## src/design/acalu_pkg.sv

```systemverilog
// Shared types, codes and helpers for the conditional ALU execute block.
package acalu_pkg;

   // Register file geometry
   localparam int REG_COUNT_DEF = 16;
   localparam int DATA_W        = 32;
   localparam int IDX_W         = 4;

   // Program counter register and its read offset
   localparam logic [IDX_W-1:0] PC_INDEX  = 4'd15;
   localparam logic [3:0]       PC_OFFSET = 4'd8;

   // Operation codes
   typedef enum logic [2:0] {
      OP_ADD  = 3'd0,
      OP_ADC  = 3'd1,
      OP_AND  = 3'd2,
      OP_MOVR = 3'd3,
      OP_MOVI = 3'd4
   } op_type;

   // Condition codes
   localparam logic [3:0] COND_EQ = 4'd0;
   localparam logic [3:0] COND_NE = 4'd1;
   localparam logic [3:0] COND_CS = 4'd2;
   localparam logic [3:0] COND_CC = 4'd3;
   localparam logic [3:0] COND_MI = 4'd4;
   localparam logic [3:0] COND_PL = 4'd5;
   localparam logic [3:0] COND_VS = 4'd6;
   localparam logic [3:0] COND_VC = 4'd7;
   localparam logic [3:0] COND_HI = 4'd8;
   localparam logic [3:0] COND_LS = 4'd9;
   localparam logic [3:0] COND_GE = 4'd10;
   localparam logic [3:0] COND_LT = 4'd11;
   localparam logic [3:0] COND_GT = 4'd12;
   localparam logic [3:0] COND_LE = 4'd13;
   localparam logic [3:0] COND_AL = 4'd14;

   // Condition flags
   typedef struct packed {
      logic n;
      logic z;
      logic c;
      logic v;
   } flags_type;

   // Input word
   typedef struct packed {
      op_type            req_type;
      logic              set_flags;
      logic [3:0]        cond_code;
      logic [IDX_W-1:0]  dest_index;
      logic [IDX_W-1:0]  first_index;
      logic [IDX_W-1:0]  second_index;
      logic [DATA_W-1:0] imm_value;
   } req_word_type;

   // Result word
   typedef struct packed {
      logic              executed;
      logic [IDX_W-1:0]  written_index;
      logic [DATA_W-1:0] written_value;
      logic              flag_neg;
      logic              flag_zero;
      logic              flag_carry;
      logic              flag_ovf;
   } rsp_word_type;

   // Condition test against the stored flags
   function automatic logic cond_pass(input logic [3:0] code, input flags_type f);
      logic pass;
      unique case (code)
         COND_EQ: pass = f.z;
         COND_NE: pass = !f.z;
         COND_CS: pass = f.c;
         COND_CC: pass = !f.c;
         COND_MI: pass = f.n;
         COND_PL: pass = !f.n;
         COND_VS: pass = f.v;
         COND_VC: pass = !f.v;
         COND_HI: pass = f.c && !f.z;
         COND_LS: pass = !f.c || f.z;
         COND_GE: pass = (f.n == f.v);
         COND_LT: pass = (f.n != f.v);
         COND_GT: pass = (f.n == f.v) && !f.z;
         COND_LE: pass = (f.n != f.v) || f.z;
         COND_AL: pass = 1'b1;
         default: pass = 1'b0;
      endcase
      return pass;
   endfunction

endpackage

```

## src/design/acalu_ram.sv

```systemverilog
// Generic single-write, single-read RAM with registered read data.
module acalu_ram
   import acalu_pkg::*;
#(
   parameter int WIDTH = DATA_W,
   parameter int DEPTH = REG_COUNT_DEF
) (
   input  logic                     clock,
   input  logic                     wr_en,
   input  logic [$clog2(DEPTH)-1:0] wr_addr,
   input  logic [WIDTH-1:0]         wr_data,
   input  logic [$clog2(DEPTH)-1:0] rd_addr,
   output logic [WIDTH-1:0]         rd_data
);

   logic [WIDTH-1:0] mem_ff [DEPTH];
   logic [WIDTH-1:0] rd_data_ff;

   // Write port and registered read port (read returns old data on collision)
   always_ff @(posedge clock) begin
      if (wr_en) begin
         mem_ff[wr_addr] <= wr_data;
      end
      rd_data_ff <= mem_ff[rd_addr];
   end

   assign rd_data = rd_data_ff;

endmodule

```

## src/design/arm_conditional_alu_execute.sv

```systemverilog
// Top level of the conditional ALU execute block: register file, flags, pipeline.
//
// Usage: one decoded operation per input word on req_valid/req_ready/req_data;
// one result word per input on rsp_valid/rsp_ready/rsp_data, in order.
// Each word is tested against the stored N, Z, C, V flags; a passing word writes
// its destination and may update the flags, save ADC naming PC and unused opcodes.
// The result word is registered: the register file read is launched at the accept
// edge together with the execute stage register, and the ALU result lands in the
// output register when that stage advances. Throughput: one word per cycle
// while rsp_ready holds, also for back-to-back dependent words; the single
// write port of the register file and the previous-result bypass set that rate.
// The register file sits in two 16x32 RAMs (one per source operand) with a
// registered read; a per-entry valid bit makes unwritten registers read as zero.
// Reset clears the flags, the valid bits and the pipeline; no clearing pass.
// When the receiver holds rsp_ready low, the result stays in the output
// register, one more word waits in the execute stage, and req_ready drops.
module arm_conditional_alu_execute
   import acalu_pkg::*;
#(
   parameter int REG_COUNT = REG_COUNT_DEF
) (
   input  logic         clock,
   input  logic         reset,
   input  logic         req_valid,
   output logic         req_ready,
   input  req_word_type req_data,
   output logic         rsp_valid,
   input  logic         rsp_ready,
   output rsp_word_type rsp_data
);

   localparam int AW = $clog2(REG_COUNT);

   // Pipeline registers
   logic              s1_vld_ff, s1_vld_in;
   req_word_type      s1_ff;
   logic              rsp_vld_ff, rsp_vld_in;
   rsp_word_type      rsp_ff;
   flags_type         flags_ff, flags_in;
   logic [REG_COUNT-1:0] vld_ff, vld_in;
   logic              fwd_vld_ff;
   logic [AW-1:0]     fwd_idx_ff;
   logic [DATA_W-1:0] fwd_data_ff;

   logic              req_acc;
   logic              s1_adv;
   logic [AW-1:0]     rd_a_addr, rd_b_addr;
   logic [DATA_W-1:0] ram_a, ram_b;
   logic [DATA_W-1:0] opa, opb;
   logic [AW-1:0]     rn, rm, rd;

   // ALU results
   logic              pass, exec, pc_ref;
   logic [3:0]        addk;
   logic [33:0]       usum, ssum;
   logic [DATA_W-1:0] res;
   flags_type         flags_nx;
   rsp_word_type      rsp_nx;

   // Handshake
   assign s1_adv    = s1_vld_ff && (!rsp_vld_ff || rsp_ready);
   assign req_ready = !s1_vld_ff || s1_adv;
   assign req_acc   = req_valid && req_ready;
   assign rsp_valid = rsp_vld_ff;
   assign rsp_data  = rsp_ff;

   assign rn = s1_ff.first_index[AW-1:0];
   assign rm = s1_ff.second_index[AW-1:0];
   assign rd = s1_ff.dest_index[AW-1:0];

   // Read addresses: new word on accept, else re-read the held word
   assign rd_a_addr = req_acc ? req_data.first_index[AW-1:0]  : rn;
   assign rd_b_addr = req_acc ? req_data.second_index[AW-1:0] : rm;

   acalu_ram #(.WIDTH(DATA_W), .DEPTH(REG_COUNT)) u_ram_a (
      .clock   (clock),
      .wr_en   (s1_adv && exec),
      .wr_addr (rd),
      .wr_data (res),
      .rd_addr (rd_a_addr),
      .rd_data (ram_a)
   );

   acalu_ram #(.WIDTH(DATA_W), .DEPTH(REG_COUNT)) u_ram_b (
      .clock   (clock),
      .wr_en   (s1_adv && exec),
      .wr_addr (rd),
      .wr_data (res),
      .rd_addr (rd_b_addr),
      .rd_data (ram_b)
   );

   // Operand select: bypass of last write, then RAM, unwritten reads zero
   always_comb begin
      if (fwd_vld_ff && fwd_idx_ff == rn) begin
         opa = fwd_data_ff;
      end else if (vld_ff[rn]) begin
         opa = ram_a;
      end else begin
         opa = '0;
      end
      if (fwd_vld_ff && fwd_idx_ff == rm) begin
         opb = fwd_data_ff;
      end else if (vld_ff[rm]) begin
         opb = ram_b;
      end else begin
         opb = '0;
      end
   end

   // Shared adder for ADD and ADC
   always_comb begin
      pc_ref = (s1_ff.first_index == PC_INDEX) || (s1_ff.second_index == PC_INDEX);
      if (s1_ff.req_type == OP_ADD) begin
         addk = pc_ref ? PC_OFFSET : 4'd0;
      end else begin
         addk = {3'd0, flags_ff.c};
      end
      usum = {2'b00, opa} + {2'b00, opb} + {30'd0, addk};
      ssum = {{2{opa[31]}}, opa} + {{2{opb[31]}}, opb} + {30'd0, addk};
   end

   // Execute: condition test, result and flag update
   always_comb begin
      pass     = cond_pass(s1_ff.cond_code, flags_ff);
      exec     = 1'b0;
      res      = '0;
      flags_nx = flags_ff;
      unique case (s1_ff.req_type)
         OP_ADD: begin
            exec = pass;
            res  = usum[DATA_W-1:0];
            if (s1_ff.set_flags) begin
               flags_nx.n = usum[31];
               flags_nx.z = (usum[DATA_W-1:0] == '0);
               flags_nx.c = (usum[33:32] != 2'b00);
               flags_nx.v = !((ssum[33:31] == 3'b000) || (ssum[33:31] == 3'b111));
            end
         end
         OP_ADC: begin
            exec = pass && !pc_ref && (s1_ff.dest_index != PC_INDEX);
            res  = usum[DATA_W-1:0];
            if (s1_ff.set_flags) begin
               flags_nx.n = usum[31];
               flags_nx.z = (usum[DATA_W-1:0] == '0);
               flags_nx.c = (usum[33:32] != 2'b00);
               flags_nx.v = !((ssum[33:31] == 3'b000) || (ssum[33:31] == 3'b111));
            end
         end
         OP_AND: begin
            exec = pass;
            res  = opa & opb;
            if (s1_ff.set_flags) begin
               flags_nx.n = res[31];
               flags_nx.z = (res == '0);
               flags_nx.v = 1'b0;
            end
         end
         OP_MOVR: begin
            exec = pass;
            res  = opa;
            if (s1_ff.set_flags) begin
               flags_nx.n = res[31];
               flags_nx.z = (res == '0);
            end
         end
         OP_MOVI: begin
            exec = pass;
            res  = s1_ff.imm_value;
         end
         default: begin
            exec = 1'b0;
         end
      endcase
      if (!exec) begin
         flags_nx = flags_ff;
         res      = '0;
      end
      rsp_nx.executed      = exec;
      rsp_nx.written_index = s1_ff.dest_index;
      rsp_nx.written_value = res;
      rsp_nx.flag_neg      = flags_nx.n;
      rsp_nx.flag_zero     = flags_nx.z;
      rsp_nx.flag_carry    = flags_nx.c;
      rsp_nx.flag_ovf      = flags_nx.v;
   end

   // Next state for control registers
   always_comb begin
      s1_vld_in  = req_acc ? 1'b1 : (s1_adv ? 1'b0 : s1_vld_ff);
      rsp_vld_in = s1_adv ? 1'b1 : (rsp_ready ? 1'b0 : rsp_vld_ff);
      flags_in   = s1_adv ? flags_nx : flags_ff;
      vld_in     = vld_ff;
      if (s1_adv && exec) begin
         vld_in[rd] = 1'b1;
      end
   end

   // Control state
   always_ff @(posedge clock) begin
      if (reset) begin
         s1_vld_ff  <= 1'b0;
         rsp_vld_ff <= 1'b0;
         flags_ff   <= '0;
         vld_ff     <= '0;
         fwd_vld_ff <= 1'b0;
      end else begin
         s1_vld_ff  <= s1_vld_in;
         rsp_vld_ff <= rsp_vld_in;
         flags_ff   <= flags_in;
         vld_ff     <= vld_in;
         if (s1_adv && exec) begin
            fwd_vld_ff <= 1'b1;
         end
      end
   end

   // Payload registers
   always_ff @(posedge clock) begin
      if (req_acc) begin
         s1_ff <= req_data;
      end
      if (s1_adv) begin
         rsp_ff <= rsp_nx;
      end
      if (s1_adv && exec) begin
         fwd_idx_ff  <= rd;
         fwd_data_ff <= res;
      end
   end

   // Checks
   a_no_exec_zero: assert property (@(posedge clock) disable iff (reset)
      rsp_valid && !rsp_data.executed |-> rsp_data.written_value == '0)
      else $error("skipped word carries a nonzero value");

   a_flags_hold: assert property (@(posedge clock) disable iff (reset)
      s1_adv && !exec |=> flags_ff == $past(flags_ff))
      else $error("flags changed by a skipped word");

   a_no_bubble: assert property (@(posedge clock) disable iff (reset)
      (!rsp_vld_ff || rsp_ready) |-> req_ready)
      else $error("input stalled while output can drain");

   a_rsp_flags: assert property (@(posedge clock) disable iff (reset)
      s1_adv |=> rsp_data.flag_carry == flags_ff.c && rsp_data.flag_ovf == flags_ff.v)
      else $error("result flags differ from stored flags");

endmodule

```

## config.mk

```make
export PLATFORM = sky130hd
export DESIGN_NAME = arm_conditional_alu_execute
export DESIGN_NICKNAME = d
export VERILOG_FILES = /design/src/design/acalu_pkg.sv /design/src/design/acalu_ram.sv /design/src/design/arm_conditional_alu_execute.sv
export SDC_FILE = /design/constraint.sdc
export NUM_CORES = 1
export LEC_CHECK = 0
export BUFFER_PORTS_ARGS = -buffer_cell sky130_fd_sc_hd__buf_2
export CORE_MARGIN = 4
export CORE_UTILIZATION = 49
export DETAILED_ROUTE_END_ITERATION = 6
export GPL_TIMING_DRIVEN = 0
export PLACE_DENSITY = 0.66
export SYNTH_ARGS = -nofsm -noshare
export SYNTH_HDL_FRONTEND = slang
export SYNTH_SLANG_ARGS = --single-unit
```

## constraint.sdc

```tcl
create_clock -name clock -period 10.9 [get_ports clock]
set_clock_uncertainty 0.1 [all_clocks]
set_input_delay 0.545 -clock clock [delete_from_list [all_inputs] [get_ports clock]]
set_output_delay 0.545 -clock clock [all_outputs]
set_load 0.01 [all_outputs]
```

==> results of run 1 <==
-- synth_stat cells, drive strengths merged, types with 5 or more instances --
| cell | number | area [sq um] |
|---|---|---|
| a2111oi | 5 | 62.6 |
| a211oi | 70 | 543 |
| a21o | 5 | 37.5 |
| a21oi | 72 | 387 |
| a221oi | 8 | 70.1 |
| a222oi | 5 | 50.1 |
| a22o | 6 | 52.6 |
| a22oi | 24 | 180 |
| a31oi | 80 | 531 |
| and2 | 73 | 457 |
| and3 | 9 | 56.3 |
| buf | 55 | 267 |
| clkbuf | 96 | 360 |
| dfxtp | 87 | 1740 |
| edfxtp | 641 | 19200 |
| ha | 64 | 801 |
| inv | 23 | 86.3 |
| mux2i | 13 | 130 |
| mux4 | 266 | 5990 |
| nand2 | 308 | 1160 |
| nand2b | 6 | 40.0 |
| nand3 | 44 | 220 |
| nand4 | 20 | 125 |
| nor2 | 121 | 454 |
| nor3 | 11 | 76.3 |
| nor4 | 27 | 169 |
| o211ai | 8 | 60.1 |
| o21a | 11 | 82.6 |
| o21ai | 56 | 292 |
| o22ai | 11 | 68.8 |
| or2 | 5 | 31.3 |
| xnor2 | 21 | 203 |
| xor2 | 16 | 140 |
-- power groups by stage --
stage          Sequential [uW]  Clock, uW  Combinational [uW]
5_1_grt                   3130       2760                 598
2_1_floorplan             3160          0                 345
3_3_place_gp              3190          0                 525
3_5_place_dp              3190          0                 547
4_1_cts                   3130       2630                 561
6_report                  3130       2600                 566
-- registers in the layout, indices dropped and copies added, names as in the netlist, 16 cells and up --
register / flops
rsp_data: 41
u_ram_b.mem_ff: 480
s1_ff: 40
u_ram_a.mem_ff: 32
u_ram_b.rd_data: 32
fwd_data_ff: 32
vld_ff: 16
u_ram_a.rd_data: 32
-- cell families (layout without fill, tap and decap cells) --
logic type      count (synthesis)  in the layout  synth area share (%)
flops                         728            728                  60.7
simple gates                  642            642                  8.43
compound gates                386            386                  7.60
mux                           283            283                  17.8
buf+inv                       175            494                  2.07
fa+ha+maj                      66             66                  2.43
xor+xnor                       37             37                 0.991
other cells                     0              1                     0
-- stage by stage --
stage / util, % / worst slack (ns) / total power (uW) / cell area [sq um] / instances
6_report: 57.2 / 3.73 / 6290 / 40000 / 3577
2_1_floorplan: - / 5.50 / 3510 / 34600 / 2317
3_5_place_dp: 52.9 / 3.45 / 3730 / 37000 / 3387
4_1_cts: 57.0 / 3.41 / 6320 / 39900 / 3572
5_1_grt: 57.1 / 3.32 / 6490 / 40000 / 3576
3_3_place_gp: 51.8 / 2.17 / 3710 / 36300 / 3355
-- final timing paths --
kind                                              start  slack, ns  cells past startpoint                         endpoint
worst min-delay path                       req_data[11]       0.02                      1              s1_ff[11]$_DFFE_PP_
worst min register to register  vld_ff[11]$_SDFFE_PP0P_       0.40                      2          vld_ff[11]$_SDFFE_PP0P_
worst max-delay path                    rn[2]$_DFFE_PP_       3.73                     20  u_ram_b.mem_ff[5][30]$_DFFE_PP_
worst max register to register          rn[2]$_DFFE_PP_       3.73                     20  u_ram_b.mem_ff[5][30]$_DFFE_PP_
-- routing by layer --
| metal | routed length [microns] | part of all wire, % | track usage, % |
|---|---|---|---|
| met1 | 39900 | 38 | 37.5 |
| met5 | 0 | 0 | 0 |
| met4 | 4310 | 4.1 | 10.3 |
| met2 | 51500 | 49 | 46.9 |
| met3 | 9710 | 9.2 | 4.72 |
-- area by class of cell --
class / instances / area (sq um) / share of cell area, %
multi-input combinational: 1414 / 13100 / 32.7
antenna: 1 / 2.50 / 0.00625
clock buffer: 102 / 2090 / 5.23
tap: 940 / 1180 / 2.94
inverter: 24 / 90.1 / 0.225
sequential: 728 / 21000 / 52.4
clock inverter: 39 / 392 / 0.978
timing repair buffer: 178 / 1570 / 3.92
buffer: 151 / 627 / 1.57
-- what timing repair did --
item,in CTS,in global routing
endpoints found under the setup margin,0,0
hold endpoints to repair,44,0
hold buffers,44,0
==> reports/qor.csv, run 1 <==
stage,metric,value,unit
placement,DP HPWL,77400,microns
detailed_routing,DRC,0,
clock_tree,postcts setup bufs,0,
clock_tree,CTS tree,yes,
setup_path,Crit path max-delay family,simple AND/OR/NAND/NOR gates,
yosys,Synth Warn #,0,
yosys,Mapped Cells,2317,
power_and_ir_drop,Flop pwr share,49.8,%
setup_path,Worst path slowest cell,nor2_1,
yosys,Most used DFF post-synth,edfxtp_1,
detailed_routing,via count,23000,
clock_tree,CTS root buf,clkbuf_16,
setup_path,Buffers & Inverters on Critical Path,4,
cells_and_area,most frequent cells in the layout,"edfxtp_1 (641), nand2_1 (306), mux4_2 (266), buf_2 (134), clkbuf_1 (117)",
yosys,Post-synth EDFFs,641,
floorplan,initial core utilization,49.4,%
floorplan,Die Footprint,74900,sq um
global_routing,global route overflow,0,
power_and_ir_drop,VDD IR max,0.133,mV
power_and_ir_drop,power per cell area,157,nW/um^2
clock_tree,CTS buffer count,78,
global_routing,initial antenna violation count,0,
cells_and_area,layout cell share with drive strength beyond 1,23.4,%
yosys,Mapped Area,34600,sq um
setup_path,largest stage delay on the critical path,1.13,ns
setup_path,Setup CP Type,reg -> reg,
setup_path,Critical Path Start Type,flip-flop,
floorplan,core area,70000,sq um
timing,worst rel slew slack,1.64,%
timing,max-slew violation count,0,
floorplan,DIE HEIGHT,274,microns
worst_hold_path,hold crit path type,in -> reg,
cells_and_area,"commonest non-fill, non-tap cell in the layout",edfxtp_1,
power_and_ir_drop,combinational power share,9.0,%
yosys,"Avg Cell Area, Syn",14.9,sq um
detailed_routing,Routed WL,105000,microns
timing,Tcrit/Tclk final,65.8,%
cells_and_area,Synth-to-Final Area Change,15.7,%
clock_tree,number of gates given a new drive strength after cts,0,
clock_tree,Longest Clk Path Bufs,3,
power_and_ir_drop,Leak,0.0134,uW
detailed_routing,"antenna viol nets, final",0,
timing,final number of setup-violating endpoints,0,
detailed_routing,Iteration-0 DRC Markers,3059,
timing,Hold Slack,0.0219,ns
global_routing,largest net degree at the start of global routing,35,
placement,routability congestion estimate,0.926,
power_and_ir_drop,Clk network pwr share,41.2,%
timing,Slew @ Worst Pin,1.47,ns
clock_tree,Worst-Skew Late Latency,0.64,ns
clock_tree,H-tree level count,3,
power_and_ir_drop,switching share of power,24.2,%
setup_path,CP Max Fanout,18,
yosys,"Net Count, Synth",2439,
timing,RSZ-0062 raised after global routing,no,
setup_path,critical path cell sequence,clkbuf_1 > xor2_1 > nor3_1 > and3_1 > clkbuf_1 > clkbuf_1 > buf_1 > nand2_1 > nand2_1 > ha_1 > ha_1 > a211oi_1 > o211ai_1 > a31oi_4 > o211ai_1 > a21oi_2 > mux2i_1 > and3_1 > a222oi_1 > nor2_1,
yosys,Synth async-reset ratio,0,%
detailed_routing,DR pass1 iterations,6,
setup_path,crit-path most repeated cell,clkbuf_1,
detailed_routing,WL/cell,29.5,microns
job,MaxCap Viol Count,0,
clock_tree,total clock sinks,728,
power_and_ir_drop,P_int,4770,uW
setup_path,crit end category,flip-flop,
timing,TNS Setup,0,ns
global_routing,first-pass GRT wire length,154000,microns
status,status,"finished, final reports clean",
placement,IO Port Bufs,98,
power_and_ir_drop,sw power,1520,uW
setup_path,WP data arrival,7.30,ns
global_routing,vias in the first global route,23400,
cells_and_area,Final nets,2697,
cells_and_area,Fill cells,5495,
clock_tree,Clock Pin Slew Worst Setup and Hold Paths,0.06,ns
yosys,Yosys cell types,80,
yosys,sequential area share after synthesis,60.7,%
global_routing,Total GRT Usage,28.1,%
floorplan,# IOs,99,
timing,final hold vios,0,
floorplan,die width,274,microns
yosys,number of synthesized register bits,728,
detailed_routing,Vias/cell,6.43,
timing,post-route minimum period,7.17,ns
setup_path,Crit path required time,11.03,ns
timing,FMAX,140,MHz
floorplan,row count,97,
No activity file was read; power rests on OpenSTA's default activity.
==> run 2, diff against run 1 <==
==> constraint.sdc (replaced) <==
create_clock -name clock -period 6.95 [get_ports clock]
set_clock_uncertainty 0.1 [all_clocks]
set_input_delay 0.3475 -clock clock [delete_from_list [all_inputs] [get_ports clock]]
set_output_delay 0.3475 -clock clock [all_outputs]
set_load 0.01 [all_outputs]
==> run 2 against run 1 <==
Worst hold slack gained 0.30 ns. Core utilization increased by 0.30 points. Combinational power increased by 59%. Worst setup slack got worse by 3.5 ns. Global-route usage is 0.089 points higher. Via count increased by 0.25%. Clock-buffer cell count did not move. Sequential power increased by 57%. Final cell count rose by 0.36%. Power grew 57%. Sequential share of layout area decreased by 0.28 points. Register-to-register slack got worse by 3.5 ns. Critical endpoint is now u_ram_b.mem_ff[9][23]$_DFFE_PP_. Highest routed layer unchanged.
==> reports/qor.csv, run 2 (synthesis results as in run 1) <==
stage,metric,value,unit,change
global_routing,GR Util met2,47.2,%,was 46.9%
global_routing,Most Crowded Layer GR,met2,,unchanged
floorplan,Die Footprint,74900,sq um,unchanged
cells_and_area,Fill cells,5464,,"was 5,495"
timing,RSZ-0062 raised after global routing,no,,unchanged
floorplan,die width,274,microns,unchanged
placement,routability congestion estimate,0.926,,unchanged
clock_tree,Clock Pin Slew Worst Setup and Hold Paths,0.07,ns,was 0.06 ns
timing,final number of setup-violating endpoints,0,,unchanged
setup_path,critical path cell sequence,clkbuf_1 > mux4_2 > mux4_2 > clkbuf_1 > nand2_1 > o21ai_0 > inv_1 > fa_1 > inv_1 > ha_1 > inv_1 > fa_1 > nand2b_2 > a211oi_4 > o21ai_2 > a2111oi_4 > nand2b_1 > xor2_1 > a221oi_1 > nor2_2,,was clkbuf_1 > xor2_1 > nor3_1 > and3_1 > clkbuf_1 > clkbuf_1 > buf_1 > nand2_1 > nand2_1 > ha_1 > ha_1 > a211oi_1 > o211ai_1 > a31oi_4 > o211ai_1 > a21oi_2 > mux2i_1 > and3_1 > a222oi_1 > nor2_1
cells_and_area,Final nets,2711,,"was 2,697"
power_and_ir_drop,Clk network pwr share,41.2,%,about the same
power_and_ir_drop,switching share of power,24.3,%,was 24.2%
floorplan,core area,70000,sq um,unchanged
global_routing,met1 usage,37.5,%,about the same
global_routing,routing usage on met3,4.84,%,was 4.72%
clock_tree,CTS root buf,clkbuf_16,,unchanged
floorplan,initial core utilization,49.4,%,unchanged
setup_path,WP data arrival,6.92,ns,was 7.30 ns
setup_path,Worst path slowest cell,nor2_2,,was nor2_1
worst_hold_path,WHS Path Cells,2,,was 1
cells_and_area,max reg flops,480,,unchanged
detailed_routing,"antenna viol nets, final",0,,unchanged
floorplan,# IOs,99,,unchanged
timing,FMAX,149,MHz,was 140 MHz
placement,pre-CTS setup slack,-0.495,ns,was 3.45 ns
timing,final hold vios,0,,unchanged
power_and_ir_drop,power per cell area,246,nW/um^2,was 157 nW/um^2
global_routing,initial antenna violation count,0,,unchanged
timing,Tcrit/Tclk final,96.7,%,was 65.8%
floorplan,row count,97,,unchanged
clock_tree,total clock sinks,728,,unchanged
floorplan,DIE HEIGHT,274,microns,unchanged
placement,DP HPWL,77400,microns,unchanged
setup_path,crit-path most repeated cell,inv_1,,was clkbuf_1
clock_tree,CTS tree,yes,,unchanged
detailed_routing,DRC,0,,unchanged
global_routing,first-pass GRT wire length,154000,microns,about the same
clock_tree,CTS buffer count,78,,unchanged
cells_and_area,area of the multi-input gates,13100,sq um,about the same
setup_path,Reg2Reg Depth,20,,unchanged
detailed_routing,DR pass1 iterations,7,,was 6
clock_tree,H-tree level count,3,,unchanged
setup_path,Setup CP Type,reg -> reg,,unchanged
timing,max-slew violation count,0,,unchanged
detailed_routing,Iteration-0 DRC Markers,3054,,"was 3,059"
setup_path,Buffers & Inverters on Critical Path,5,,was 4
detailed_routing,Routed WL,106000,microns,"was 105,000 microns"
job,MaxCap Viol Count,0,,unchanged
setup_path,R2R setup slack,0.23,ns,was 3.73 ns
setup_path,Crit Reg-Reg Endpoint,u_ram_b.mem_ff[9][23]$_DFFE_PP_,,was u_ram_b.mem_ff[5][30]$_DFFE_PP_
power_and_ir_drop,Leak,0.0135,uW,was 0.0134 uW
timing,Slew @ Worst Pin,1.46,ns,was 1.47 ns
power_and_ir_drop,total power,9890,uW,was 6290 uW
timing,final setup margin,0.228,ns,was 3.73 ns
timing,TNS Setup,0,ns,unchanged
placement,IO Port Bufs,98,,unchanged
cells_and_area,layout cell share with drive strength beyond 1,23.6,%,was 23.4%
status,status,"finished, final reports clean",,unchanged
power_and_ir_drop,VDD IR max,0.209,mV,was 0.133 mV
global_routing,Total GRT Usage,28.2,%,was 28.1%
cells_and_area,ANT cells,0,,was 1
power_and_ir_drop,combinational power share,9.1,%,was 9.0%
setup_path,Worst R2R Start,rm[2]$_DFFE_PP_,,was rn[2]$_DFFE_PP_
worst_hold_path,hold crit path type,in -> reg,,unchanged
clock_tree,Longest Clk Path Bufs,3,,unchanged
global_routing,vias in the first global route,23500,,"was 23,400"
setup_path,Critical Path Start Type,flip-flop,,unchanged
power_and_ir_drop,Flop pwr share,49.7,%,was 49.8%
power_and_ir_drop,sw power,2400,uW,was 1520 uW
setup_path,CP Max Fanout,18,,unchanged
timing,worst rel slew slack,2.00,%,was 1.64%
setup_path,Crit path max-delay family,compound AO/OA/AOI/OAI gates,,was simple AND/OR/NAND/NOR gates
power_and_ir_drop,P_int,7490,uW,was 4770 uW
setup_path,crit end category,flip-flop,,unchanged
detailed_routing,via count,23000,,about the same
worst_hold_path,Worst Hold End,s1_ff[22]$_DFFE_PP_,,was s1_ff[11]$_DFFE_PP_
clock_tree,Worst-Skew Late Latency,0.64,ns,about the same
detailed_routing,WL/cell,29.6,microns,was 29.5 microns
setup_path,largest stage delay on the critical path,0.77,ns,was 1.13 ns
cells_and_area,Synth-to-Final Area Change,16.3,%,was 15.7%
cells_and_area,Reg with most FFs,u_ram_b.mem_ff,,unchanged
global_routing,global route overflow,0,,unchanged
timing,post-route minimum period,6.72,ns,was 7.17 ns
cells_and_area,Reg area,21000,sq um,unchanged
cells_and_area,"commonest non-fill, non-tap cell in the layout",edfxtp_1,,unchanged
detailed_routing,Vias/cell,6.42,,was 6.43
setup_path,Crit path required time,7.15,ns,was 11.03 ns
global_routing,largest net degree at the start of global routing,35,,unchanged
cells_and_area,most frequent cells in the layout,"edfxtp_1 (641), nand2_1 (306), mux4_2 (266), buf_2 (134), clkbuf_1 (117)",,unchanged
worst_hold_path,min-delay src,req_data[22],,was req_data[11]
-- run 2: how the worst max path moves through the flow --
stage | start | to | cells after the start
after floorplan | s1_ff[44]$_DFFE_PP_ | u_ram_b.mem_ff[3][0]$_DFFE_PP_ | 10
after global placement | s1_ff[44]$_DFFE_PP_ | u_ram_b.mem_ff[3][17]$_DFFE_PP_ | 10
after detailed placement | rm[2]$_DFFE_PP_ | u_ram_b.mem_ff[15][31]$_DFFE_PP_ | 22
after CTS | rm[2]$_DFFE_PP_ | u_ram_b.mem_ff[8][19]$_DFFE_PP_ | 20
after global routing | rn[2]$_DFFE_PP_ | rsp_data[2]$_DFFE_PP_ | 22
final | rm[2]$_DFFE_PP_ | u_ram_b.mem_ff[9][23]$_DFFE_PP_ | 20
-- run 2: worst register-to-register path: cells and delay by family (launching register included) --
family | cells | cell delay [ns]
adders and majority gates | 3 | 1.04
AOI/OAI and AO/OA | 5 | 1.47
muxes | 2 | 0.68
and+or+nand+nor | 4 | 1.35
xor gates and xnor gates | 1 | 0.19
buffers and inverters | 5 | 1.21
DFF | 1 | 0.34
-- run 2: layer usage --
metal | up-vias | part of all wire [%]
met5 | - | 0
met4 | 0 | 4.1
met3 | 213 | 9.2
met2 | 1290 | 49
met1 | 11700 | 38
li1 | 9822 | -
-- run 2: per-stage QoR --
step                instance area [sq um]  utilization [%]  hold WS, ns  instances
floorplan                           34600                -        0.320       2317
global placement                    36300             51.8        0.362       3355
detailed placement                  37000             52.9        0.380       3387
CTS                                 40100             57.2        0.290       3584
global route                        40200             57.5        0.302       3590
finish                              40200             57.5        0.317       3590
-- run 2: what timing repair did --
action	CTS	global route
resized for setup	7	9
endpoints found under the setup margin	82	180
hold buffers	56	0
pin swaps	0	2
buffers inserted	0	2
hold endpoints to repair	57	0
-- run 2: power by group through the flow --
| stage | registers, uW | logic (uW) | clock network, uW |
|---|---|---|---|
| finish | 4910 | 900 | 4080 |
| global route | 4910 | 950 | 4330 |
| CTS | 4910 | 887 | 4130 |
| detailed placement | 5000 | 857 | 0 |
| global placement | 5000 | 824 | 0 |
| floorplan | 4960 | 541 | 0 |
-- run 2: area by class of cell --
| class | count | area share [%] |
|---|---|---|
| Sequential cell | 728 | 52.2 |
| Multi-Input combinational cell | 1414 | 32.7 |
| Clock buffer | 102 | 5.21 |
| Timing Repair Buffer | 192 | 4.30 |
| Tap cell | 940 | 2.92 |
| Buffer | 151 | 1.56 |
| Clock inverter | 39 | 0.973 |
| Inverter | 24 | 0.224 |
